## src/hdl/pspc_pkg.sv

```systemverilog
// Shared types and constants for the projector serial poll controller.
// Used by pspc_answer_buf, pspc_ctrl and projector_serial_poll_controller.
`timescale 1ns / 1ps

package pspc_pkg;

    // Reply buffer geometry
    localparam int ANSWER_DEPTH = 10;
    localparam int ANS_LEN_W    = $clog2(ANSWER_DEPTH + 1);
    localparam int ANS_IDX_W    = $clog2(ANSWER_DEPTH);
    localparam int PWR_REPLY_LEN = 6;

    // Field widths
    localparam int TICK_W = 7;
    localparam int CFG_IDX_W = 2;
    localparam int CMD_W = 3;
    localparam int PSTATE_W = 3;

    // Request actions
    typedef enum logic [1:0] {
        ACT_TICK    = 2'd0,
        ACT_PWR_ON  = 2'd1,
        ACT_PWR_OFF = 2'd2,
        ACT_POLL    = 2'd3
    } action_t;

    // Pending command queue slot
    typedef enum logic [2:0] {
        PEND_PWRQ = 3'd0,
        PEND_ERRQ = 3'd1,
        PEND_SRCQ = 3'd2,
        PEND_OFF  = 3'd3,
        PEND_ON   = 3'd4
    } pend_t;

    // Command codes on the result channel
    localparam logic [CMD_W-1:0] CMD_NONE = 3'd0;
    localparam logic [CMD_W-1:0] CMD_PWRQ = 3'd1;
    localparam logic [CMD_W-1:0] CMD_ERRQ = 3'd2;
    localparam logic [CMD_W-1:0] CMD_SRCQ = 3'd3;
    localparam logic [CMD_W-1:0] CMD_OFF  = 3'd4;
    localparam logic [CMD_W-1:0] CMD_ON   = 3'd5;

    // Projector power states
    localparam logic [PSTATE_W-1:0] PST_OFF     = 3'd0;
    localparam logic [PSTATE_W-1:0] PST_ON      = 3'd1;
    localparam logic [PSTATE_W-1:0] PST_UNKNOWN = 3'd4;

    // Configuration register indexes
    localparam logic [CFG_IDX_W-1:0] CFG_GAP    = 2'd0;
    localparam logic [CFG_IDX_W-1:0] CFG_REPLY  = 2'd1;
    localparam logic [CFG_IDX_W-1:0] CFG_PROMPT = 2'd2;

    // Configuration reset values
    localparam logic [TICK_W-1:0] GAP_RST    = 7'd5;
    localparam logic [TICK_W-1:0] REPLY_RST  = 7'd60;
    localparam logic [TICK_W-1:0] PROMPT_RST = 7'd120;
    localparam logic [TICK_W-1:0] WDOG_RST   = 7'd5;

    // Characters of interest
    localparam logic [7:0] CHAR_CR    = 8'h0D;
    localparam logic [7:0] CHAR_COLON = 8'h3A;
    localparam logic [7:0] CHAR_P     = 8'h50;
    localparam logic [7:0] CHAR_W     = 8'h57;
    localparam logic [7:0] CHAR_R     = 8'h52;
    localparam logic [7:0] CHAR_EQ    = 8'h3D;
    localparam logic [7:0] CHAR_0     = 8'h30;
    localparam logic [7:0] CHAR_3     = 8'h33;

    // Byte event from the reply buffer to the controller
    typedef struct packed {
        logic       colon;
        logic       pwr_hit;
        logic [1:0] pwr_code;
    } rx_evt_t;

endpackage

```

## src/hdl/pspc_answer_buf.sv

```systemverilog
// Reply line buffer: collects received bytes and decodes PWR=0n on carriage return.
// Depends on pspc_pkg.
`timescale 1ns / 1ps

module pspc_answer_buf (
    input  logic            aclk,
    input  logic            aresetn,
    input  logic            byte_en,
    input  logic [7:0]      rx_byte,
    output pspc_pkg::rx_evt_t evt
);
    import pspc_pkg::*;

    logic [7:0]           ans_reg [ANSWER_DEPTH];
    logic [ANS_LEN_W-1:0] len_reg;
    logic [ANS_LEN_W-1:0] len_next;
    logic                 is_cr;
    logic                 is_colon;
    logic                 room;
    logic                 append;
    logic                 line_ok;

    // Classify the byte
    assign is_cr    = (rx_byte == CHAR_CR);
    assign is_colon = (rx_byte == CHAR_COLON);
    assign room     = (len_reg < ANS_LEN_W'(ANSWER_DEPTH));
    assign append   = byte_en && !is_cr && !is_colon && room;

    // Match an exact six-character power reply
    assign line_ok = (len_reg == ANS_LEN_W'(PWR_REPLY_LEN)) &&
                     (ans_reg[0] == CHAR_P) && (ans_reg[1] == CHAR_W) &&
                     (ans_reg[2] == CHAR_R) && (ans_reg[3] == CHAR_EQ) &&
                     (ans_reg[4] == CHAR_0) &&
                     (ans_reg[5] >= CHAR_0) && (ans_reg[5] <= CHAR_3);

    always_comb begin
        evt.colon    = byte_en && is_colon;
        evt.pwr_hit  = byte_en && is_cr && line_ok;
        evt.pwr_code = ans_reg[5][1:0];
    end

    // Clear on carriage return, advance on append
    always_comb begin
        len_next = len_reg;
        if (byte_en && is_cr) begin
            len_next = '0;
        end else if (append) begin
            len_next = len_reg + ANS_LEN_W'(1);
        end
    end

    always_ff @(posedge aclk) begin
        if (!aresetn) begin
            len_reg <= '0;
        end else begin
            len_reg <= len_next;
        end
    end

    // Store the byte at the fill position
    always_ff @(posedge aclk) begin
        if (append) begin
            ans_reg[len_reg[ANS_IDX_W-1:0]] <= rx_byte;
        end
    end

endmodule

```

## src/hdl/pspc_ctrl.sv

```systemverilog
// Controller core: config registers, gap timer, watchdog, command sequencing.
// Depends on pspc_pkg; takes byte events from pspc_answer_buf.
`timescale 1ns / 1ps

module pspc_ctrl (
    input  logic                               aclk,
    input  logic                               aresetn,
    input  logic                               cfg_wr_en,
    input  logic [pspc_pkg::CFG_IDX_W-1:0]     cfg_index,
    input  logic [pspc_pkg::TICK_W-1:0]        cfg_wdata,
    input  logic                               advance,
    input  pspc_pkg::action_t                  action,
    input  pspc_pkg::rx_evt_t                  evt,
    output logic                               send_newline,
    output logic [pspc_pkg::CMD_W-1:0]         command_out,
    output logic [pspc_pkg::PSTATE_W-1:0]      projector_state
);
    import pspc_pkg::*;

    logic [TICK_W-1:0]   gap_cfg_reg;
    logic [TICK_W-1:0]   reply_cfg_reg;
    logic [TICK_W-1:0]   prompt_cfg_reg;
    logic [TICK_W-1:0]   gap_reg, gap_next;
    logic [TICK_W-1:0]   wdog_reg, wdog_next;
    logic                ready_reg, ready_next;
    pend_t               pend_reg, pend_next;
    logic [PSTATE_W-1:0] power_reg, power_next;

    // Configuration writes
    always_ff @(posedge aclk) begin
        if (!aresetn) begin
            gap_cfg_reg    <= GAP_RST;
            reply_cfg_reg  <= REPLY_RST;
            prompt_cfg_reg <= PROMPT_RST;
        end else if (cfg_wr_en) begin
            unique case (cfg_index)
                CFG_GAP:    gap_cfg_reg    <= cfg_wdata;
                CFG_REPLY:  reply_cfg_reg  <= cfg_wdata;
                CFG_PROMPT: prompt_cfg_reg <= cfg_wdata;
                default: begin
                end
            endcase
        end
    end

    // Process one request
    always_comb begin
        gap_next     = gap_reg;
        wdog_next    = wdog_reg;
        ready_next   = ready_reg;
        pend_next    = pend_reg;
        power_next   = power_reg;
        send_newline = 1'b0;
        command_out  = CMD_NONE;
        if (advance) begin
            unique case (action)
                ACT_TICK: begin
                    if (gap_reg != '0) gap_next = gap_reg - TICK_W'(1);
                    if (wdog_reg != '0) wdog_next = wdog_reg - TICK_W'(1);
                end
                ACT_PWR_ON: begin
                    pend_next = PEND_ON;
                end
                ACT_PWR_OFF: begin
                    pend_next = PEND_OFF;
                end
                ACT_POLL: begin
                    // Watchdog expired: kick the line
                    if (wdog_reg == '0) begin
                        send_newline = 1'b1;
                        wdog_next    = TICK_W'(1);
                    end
                    // Send the pending command once the projector is ready and the gap has run out
                    if (ready_reg && (gap_reg == '0)) begin
                        case (pend_reg)
                            PEND_ERRQ: begin
                                command_out = CMD_ERRQ;
                                pend_next = (power_reg == PST_ON) ? PEND_SRCQ : PEND_PWRQ;
                            end
                            PEND_SRCQ: begin
                                command_out = CMD_SRCQ;
                                pend_next   = PEND_PWRQ;
                            end
                            PEND_OFF: begin
                                command_out = CMD_OFF;
                                pend_next   = PEND_PWRQ;
                            end
                            PEND_ON: begin
                                command_out = CMD_ON;
                                pend_next   = PEND_PWRQ;
                            end
                            default: begin
                                command_out = CMD_PWRQ;
                                pend_next = (power_reg == PST_ON) ? PEND_ERRQ : PEND_PWRQ;
                            end
                        endcase
                        ready_next = 1'b0;
                        wdog_next  = reply_cfg_reg;
                        gap_next   = gap_cfg_reg;
                    end
                    // Prompt seen: projector is ready again
                    if (evt.colon) begin
                        ready_next = 1'b1;
                        wdog_next  = prompt_cfg_reg;
                    end
                    if (evt.pwr_hit) begin
                        power_next = {1'b0, evt.pwr_code};
                    end
                end
                default: begin
                end
            endcase
        end
    end

    assign projector_state = power_next;

    always_ff @(posedge aclk) begin
        if (!aresetn) begin
            gap_reg   <= '0;
            wdog_reg  <= WDOG_RST;
            ready_reg <= 1'b1;
            pend_reg  <= PEND_PWRQ;
            power_reg <= PST_UNKNOWN;
        end else begin
            gap_reg   <= gap_next;
            wdog_reg  <= wdog_next;
            ready_reg <= ready_next;
            pend_reg  <= pend_next;
            power_reg <= power_next;
        end
    end

endmodule

```

## src/hdl/projector_serial_poll_controller.sv

```systemverilog
// Top level of the projector serial poll controller: input and result registers.
// Depends on pspc_pkg, pspc_answer_buf and pspc_ctrl.
//
// Channel  Dir  Handshake          Payload
// s_       in   s_valid/s_ready    s_action[1:0], s_byte_valid, s_rx_byte[7:0]
// m_       out  m_valid/m_ready    m_send_newline, m_command_out[2:0],
//                                  m_projector_state[2:0]
// cfg_     in   cfg_wr_en          cfg_index[1:0], cfg_wdata[6:0]
//
// One request per cycle sustained while the result channel is not stalled; each request passes
// the request register and then the result register before its result is presented.
// The request register feeds one pass of compare and counter logic into the result
// register; state updates on the same edge that loads the result.
// Reset (aresetn low, synchronous) empties both stages and loads register defaults.
// A stalled result holds the request register; s_ready stays high while either
// stage can still move.
`timescale 1ns / 1ps

module projector_serial_poll_controller (
    input  logic                           aclk,
    input  logic                           aresetn,
    input  logic                           s_valid,
    output logic                           s_ready,
    input  logic [1:0]                     s_action,
    input  logic                           s_byte_valid,
    input  logic [7:0]                     s_rx_byte,
    output logic                           m_valid,
    input  logic                           m_ready,
    output logic                           m_send_newline,
    output logic [pspc_pkg::CMD_W-1:0]     m_command_out,
    output logic [pspc_pkg::PSTATE_W-1:0]  m_projector_state,
    input  logic                           cfg_wr_en,
    input  logic [pspc_pkg::CFG_IDX_W-1:0] cfg_index,
    input  logic [pspc_pkg::TICK_W-1:0]    cfg_wdata
);
    import pspc_pkg::*;

    logic                in_valid_reg;
    logic [1:0]          action_reg;
    logic                byte_valid_reg;
    logic [7:0]          rx_byte_reg;
    logic                out_valid_reg;
    logic                nl_reg;
    logic [CMD_W-1:0]    cmd_reg;
    logic [PSTATE_W-1:0] pstate_reg;
    logic                advance;
    logic                byte_en;
    action_t             action;
    rx_evt_t             evt;
    logic                nl_next;
    logic [CMD_W-1:0]    cmd_next;
    logic [PSTATE_W-1:0] pstate_next;

    // Pipeline control
    assign advance = in_valid_reg && (!out_valid_reg || m_ready);
    assign s_ready = !in_valid_reg || advance;
    assign action  = action_t'(action_reg);
    assign byte_en = advance && (action == ACT_POLL) && byte_valid_reg;

    // Request register
    always_ff @(posedge aclk) begin
        if (!aresetn) begin
            in_valid_reg <= 1'b0;
        end else if (s_ready) begin
            in_valid_reg <= s_valid;
        end
    end

    always_ff @(posedge aclk) begin
        if (s_ready && s_valid) begin
            action_reg     <= s_action;
            byte_valid_reg <= s_byte_valid;
            rx_byte_reg    <= s_rx_byte;
        end
    end

    pspc_answer_buf u_answer_buf (
        .aclk    (aclk),
        .aresetn (aresetn),
        .byte_en (byte_en),
        .rx_byte (rx_byte_reg),
        .evt     (evt)
    );

    pspc_ctrl u_ctrl (
        .aclk            (aclk),
        .aresetn         (aresetn),
        .cfg_wr_en       (cfg_wr_en),
        .cfg_index       (cfg_index),
        .cfg_wdata       (cfg_wdata),
        .advance         (advance),
        .action          (action),
        .evt             (evt),
        .send_newline    (nl_next),
        .command_out     (cmd_next),
        .projector_state (pstate_next)
    );

    // Result register
    always_ff @(posedge aclk) begin
        if (!aresetn) begin
            out_valid_reg <= 1'b0;
        end else if (advance) begin
            out_valid_reg <= 1'b1;
        end else if (m_ready) begin
            out_valid_reg <= 1'b0;
        end
    end

    always_ff @(posedge aclk) begin
        if (advance) begin
            nl_reg     <= nl_next;
            cmd_reg    <= cmd_next;
            pstate_reg <= pstate_next;
        end
    end

    assign m_valid           = out_valid_reg;
    assign m_send_newline    = nl_reg;
    assign m_command_out     = cmd_reg;
    assign m_projector_state = pstate_reg;

endmodule
```

## config.mk

```make
export PLATFORM = sky130hd
export DESIGN_NAME = projector_serial_poll_controller
export DESIGN_NICKNAME = d
export VERILOG_FILES = /design/src/hdl/pspc_pkg.sv /design/src/hdl/pspc_answer_buf.sv /design/src/hdl/pspc_ctrl.sv /design/src/hdl/projector_serial_poll_controller.sv
export SDC_FILE = /design/constraint.sdc
export NUM_CORES = 1
export LEC_CHECK = 0
export BUFFER_PORTS_ARGS = -buffer_cell sky130_fd_sc_hd__buf_2
export CAP_MARGIN = 20
export CORE_MARGIN = 3
export CORE_UTILIZATION = 65
export CTS_BUF_LIST = sky130_fd_sc_hd__clkbuf_8
export CTS_CLUSTER_SIZE = 8
export DETAILED_ROUTE_END_ITERATION = 10
export PLACE_DENSITY = 0.94
export SLEW_MARGIN = 20
export SYNTH_ARGS = -nofsm -noshare
export SYNTH_HDL_FRONTEND = slang
export SYNTH_HIERARCHICAL = 1
export SYNTH_SLANG_ARGS = --single-unit
```

## constraint.sdc

```tcl
create_clock -name aclk -period 6.2 [get_ports aclk]
set_clock_uncertainty 0.05 [all_clocks]
set_input_delay 0.31 -clock aclk [delete_from_list [all_inputs] [get_ports aclk]]
set_output_delay 0.31 -clock aclk [all_outputs]
set_load 0.005 [all_outputs]
```

Yosys cells after proc, flatten, opt, wreduce, memory -nomap -nowiden
Memory sizes are Yosys's and may differ from the RTL's. Index checks and enable logic that the tools add are counted.

Add/subtract/negate cells: 3. Order comparisons: 3. Eq/ne operators: 22. Muxes and demuxes: 24. Bitwise gates (word level): 1. Reductions and logical operators: 44.

Operators by type and width (count): $mux 7 (6); $pmux 7 s2 (2); $eq 8x6->1 const B (3); $eq 8x7->1 const B (3); $logic_and 1x1->1 (18); $logic_not 7->1 (2); $reduce_bool 7->1 (2); $sub 7x1->7 const B (2); $mux 3 (4); $pmux 3 s4 (1); $pmux 3 s3 (1); $eq 8x4->1 const B (1); $ge 8x6->1 const B (1); $le 8x6->1 const B (1); $mux 1 (8); $reduce_and 2->1 (4); $reduce_and 4->1 (2); $eq 2x2->1 const B (3); $eq 3x1->1 const B (2); $eq 3x2->1 const B (2); $ne 2x1->1 const B (3); $pmux 3 s2 (1); $reduce_and 3->1 (2); $reduce_bool 2->1 (3); other kinds (14) (20).

Register bits after elaboration: 66. Bits in writable memories: 80. Input port bits: 25. Output and inout port bits: 9. Word-level logic and storage cells: 115. Memories kept: 1.

Memory list: u_answer_buf.ans_reg (depth 10, bits a word 8, rd ports 6, clocked after memory_dff 0, wr ports 1, line pspc_answer_buf.sv:14) `logic [7:0] ans_reg [ANSWER_DEPTH];`.

Longest topological paths before layout
An unclocked memory read counts as a cell.

Depth after elaboration: 13. Depth in mapped cells: 9. Depth with buffers taken out: 8.

By module
Netlist, hierarchy kept.

By module, submodules not included: pspc_ctrl (instances 1, cells each 253, area each 2258.4 µm², seq. area each 840.8 µm²); pspc_answer_buf (instances 1, cells each 114, area each 1974.4 µm², seq. area each 1521.5 µm²); projector_serial_poll_controller (instances 1, cells each 29, area each 651.9 µm², seq. area each 580.6 µm²).

Least setup slack after synthesis
No wires, ideal clock.

Path kind: register to register. Start point: reg rx_byte_reg[1]. End point: reg pstate_reg[0] (netlist: m_projector_state[0]), data pin. Library setup time: 0.262 ns. Arrival: 2.044 ns. Data required time: 5.888 ns. Setup slack: 3.844 ns. Stages on the path, launching flop included: 7. Buffers on the path: 0. Period minus slack after synthesis: 2.356 ns. Path through: edfxtp_1 nor4b_4 nand4_1 or4_1 nor4_2 nand3_1 mux2_2.

RTL lines: start, declared (line projector_serial_poll_controller.sv:41) `logic [7:0] rx_byte_reg;`; start signal, assigned (line projector_serial_poll_controller.sv:73) `rx_byte_reg <= s_rx_byte;`; end signal, assigned (line projector_serial_poll_controller.sv:114) `pstate_reg <= pstate_next;`; end, declared (line projector_serial_poll_controller.sv:45) `logic [PSTATE_W-1:0] pstate_reg;`.

==> summary.txt <==
Clocking
  • Clock latency on the worst-skew pair: 440 ps
  • Post-CTS sizing: 0
  • CTS max path bufs: 2
  • H-tree depth: 4
  • Clk slew on worst S/H paths: 70 ps
  • CTS tree: built
  • Clk root buf: clkbuf_8
  • Clock sinks: 114
  • CTS buffer count: 17

Synthesis
  • Syn avg cell area: 12.34 um2
  • Syn Nets: 432
  • Cell Area, Synth: 4885 um2
  • Seq/Total Area, Yosys: 0.6025
  • Post-synth cell types: 69
  • Yosys warns: 6
  • Yosys top cell by area: edfxtp_1
  • Yosys reg bits: 114
  • Post-Syn Instances: 396
  • Top FF cell, synth: edfxtp_1
  • Post-synth top area share: 0.4057
  • Area contributors post-synth: edfxtp_1, dfxtp_1, mux2i_1
  • EDFF count, synth: 66
  • Post-synth ARST share: 0

Layout
  • Final Util: 0.7993
  • Layout cells sized above 1: 0.1872
  • Max FFs per register: 48
  • Final #Nets: 477
  • Non-Filler Instances: 550
  • Area growth syn-to-layout: 14.86%
  • ANT cells: 0

Pwr
  • Pwr Density: 310.2 nW/um2
  • Worst IR Drop VDD: 0.0002110 V
  • Leak: 2.137 nW

Timing
  • Achievable Freq: 342.3 MHz
  • Hold slack: 59.83 ps
  • Setup TNS: 0 ps
  • Final Cycle Share: 0.4712
  • Final setup vio count: 0
  • Fin. Hold Viols: 0
  • RSZ-0062 raised after global routing: no
  • Final worst slack: 3279 ps
  • Worst slew pin tran: 967.3 ps
  • Final Max Slew Viols: 0
  • Fin crit period: 2921 ps
  • Max_slew headroom: 0.3541

Global routing
  • Largest net degree at the start of global routing: 33
  • Total gr overflow: 0
  • Antenna violations before repair: 0
  • Overall Global Routing Usage: 0.2891
  • Global-route wire length before repair: 18.45 mm
  • Vias in the first global route: 3616

Setup path
  • Critical Path End: u_ctrl/power_reg[0]$_SDFF_PN0_
  • Crit-path cells: nand3_1, nor3b_2, nand4_1, or4_1, nor4_2, nand3_1, mux2_2, and2_1
  • Worst r2r src: action[1]$_DFFE_PP_
  • R2r endpoint: u_ctrl/power_reg[0]$_SDFF_PN0_
  • Worst path top cell family by delay: simple AND/OR/NAND/NOR gates
  • Slowest cell delay on critical path: 570 ps
  • Worst Path Max Fanout: 6
  • R2R depth: 8
  • Crit path max-delay cell type: or4_1
  • CP startpoint kind: flop
  • CP Depth: 8
  • Reg2reg setup slack: 3280 ps
  • CP Launch Point: action[1]$_DFFE_PP_
  • Buf+Inv Stages, Crit Path: 0
  • CP most frequent cell: nand3_1
  • Kind of critical path: reg2reg
  • Worst Setup End Kind: flop
  • Critical path required time: 6480 ps
  • CP arrival: 3200 ps

Placed design
  • Post-Place Cells: 509
  • Worst slack, placed: 3246 ps
  • HPWL Detailed: 6.947 mm
  • # port buffers: 33
  • RePlAce Congestion: 0.8525

Floorplanning
  • Number of I/O pins: 34
  • Core ar.: 7019 um2
  • Die area: 8591 um2
  • Std cell rows: 30
  • Initial Util: 0.6959
  • Width of the die: 92.69 um
  • Die height: 92.69 um

Drt
  • Vias per cell: 6.389
  • DR DRC count: 0
  • Final ANT Viol Nets: 0
  • DRT Pass-1 Iters: 5
  • Via Count: 3514
  • DR WL/cell: 20.84 um
  • Initial DRC Count: 486
  • Post-Route WL: 11.46 mm

Run
  • Max Cap Viol: 0

Min path
  • Hold WC Path Type: in2reg

Run status
  • Run status: completed
==> stage by stage <==
stage | total power, mW | instance area [um2]
4_1_cts | 1.738 | 5598
6_report | 1.740 | 5610
3_5_place_dp | 0.9571 | 5067
2_1_floorplan | 0.9244 | 4885
3_3_place_gp | 0.9489 | 5067
5_1_grt | 1.791 | 5610
==> kinds of logic after synthesis <==
family          share of synthesized area
compound gates                     0.1002
xor+xnor                         0.003587
fa+ha+maj                         0.02818
buf+inv                           0.03714
flops                              0.6025
mux                               0.06429
simple gates                       0.1642
==> routing by layer <==
metal | global-route usage | up-vias | part of all wire
met5 | 0 | - | 0
met4 | 0.1209 | 0 | 0.030
met3 | 0.08936 | 38 | 0.091
met2 | 0.4737 | 220 | 0.50
met1 | 0.3563 | 1699 | 0.38
li1 | - | 1557 | -
==> report_power, final <==
part	internal [mW]	total, mW	switching [mW]
clock network	0.476	0.789	0.313
registers	0.817	0.837	0.0202
logic	0.0464	0.114	0.0680
==> area by class of cell <==
type	count	area, um2
clock inverter	15	216.5
tap	96	120.1
multi-input combinational	248	1763
clock buffer	17	234.0
timing repair buffer	45	277.8
inverter	15	56.30
sequential	114	2943
fill	383	1409
==> how the worst min path moves through the flow <==
| stage | start | cells past startpoint | to | slack (ps) |
|---|---|---|---|---|
| CTS | s_byte_valid | 1 | byte_valid_reg$_DFFE_PP_ | 0.8 |
| global placement | u_ctrl/prompt_cfg_reg[5]$_SDFFE_PN1P_ | 2 | u_ctrl/prompt_cfg_reg[5]$_SDFFE_PN1P_ | 410 |
| floorplan | aresetn | 1 | u_ctrl/power_reg[2]$_SDFF_PN1_ | 330 |
| finish | s_byte_valid | 1 | byte_valid_reg$_DFFE_PP_ | 60 |
| detailed placement | u_ctrl/prompt_cfg_reg[5]$_SDFFE_PN1P_ | 2 | u_ctrl/prompt_cfg_reg[5]$_SDFFE_PN1P_ | 410 |
| global route | s_action[1] | 1 | action[1]$_DFFE_PP_ | 30 |
==> cells in the mapped netlist, types with 3 or more instances <==
cell       n
buf_6      5
mux2i_1   28
nand4b_1   4
clkbuf_1   7
nor4_1     4
nor4b_1    4
nor2_1    33
mux2_2     3
o21ai_0    7
nand4_1    3
and2_1     4
a31oi_1    4
a21oi_1   19
a22oi_1    4
a211o_1    3
dfxtp_1   48
o31ai_1    3
nor3_1     9
buf_2      3
nor2b_1    7
o21a_1     3
edfxtp_1  66
ha_1      11
nand2_1   27
nand3_1    8
nor3b_1    3
o211ai_1   3
inv_1     15
and3_1     9
==> cell usage in the layout, fill, tap and decap left out, drive strengths merged, types with 3 or more instances in the layout <==
| master | n |
|---|---|
| nand2 | 27 |
| buf | 36 |
| edfxtp | 66 |
| nor3b | 5 |
| o21a | 3 |
| nand4 | 3 |
| o211ai | 3 |
| dlygate4sd3 | 9 |
| a22oi | 4 |
| nor4b | 5 |
| o21ai | 9 |
| mux2 | 3 |
| nor4 | 6 |
| and3 | 9 |
| and2 | 4 |
| bufinv | 5 |
| dfxtp | 48 |
| nand4b | 4 |
| mux2i | 28 |
| a211o | 3 |
| inv | 18 |
| nor3 | 10 |
| a21oi | 19 |
| a31oi | 4 |
| nor2 | 34 |
| o31ai | 3 |
| ha | 11 |
| nor2b | 8 |
| nand3 | 8 |
| clkbuf | 17 |
| clkinv | 5 |
==> what timing repair did <==
action / in CTS / in global routing
endpoints found under the hold margin: 8 / 1
setup buffers: 0 / 0
hold buffers: 8 / 1
No activity file was read; power rests on OpenSTA's default activity.
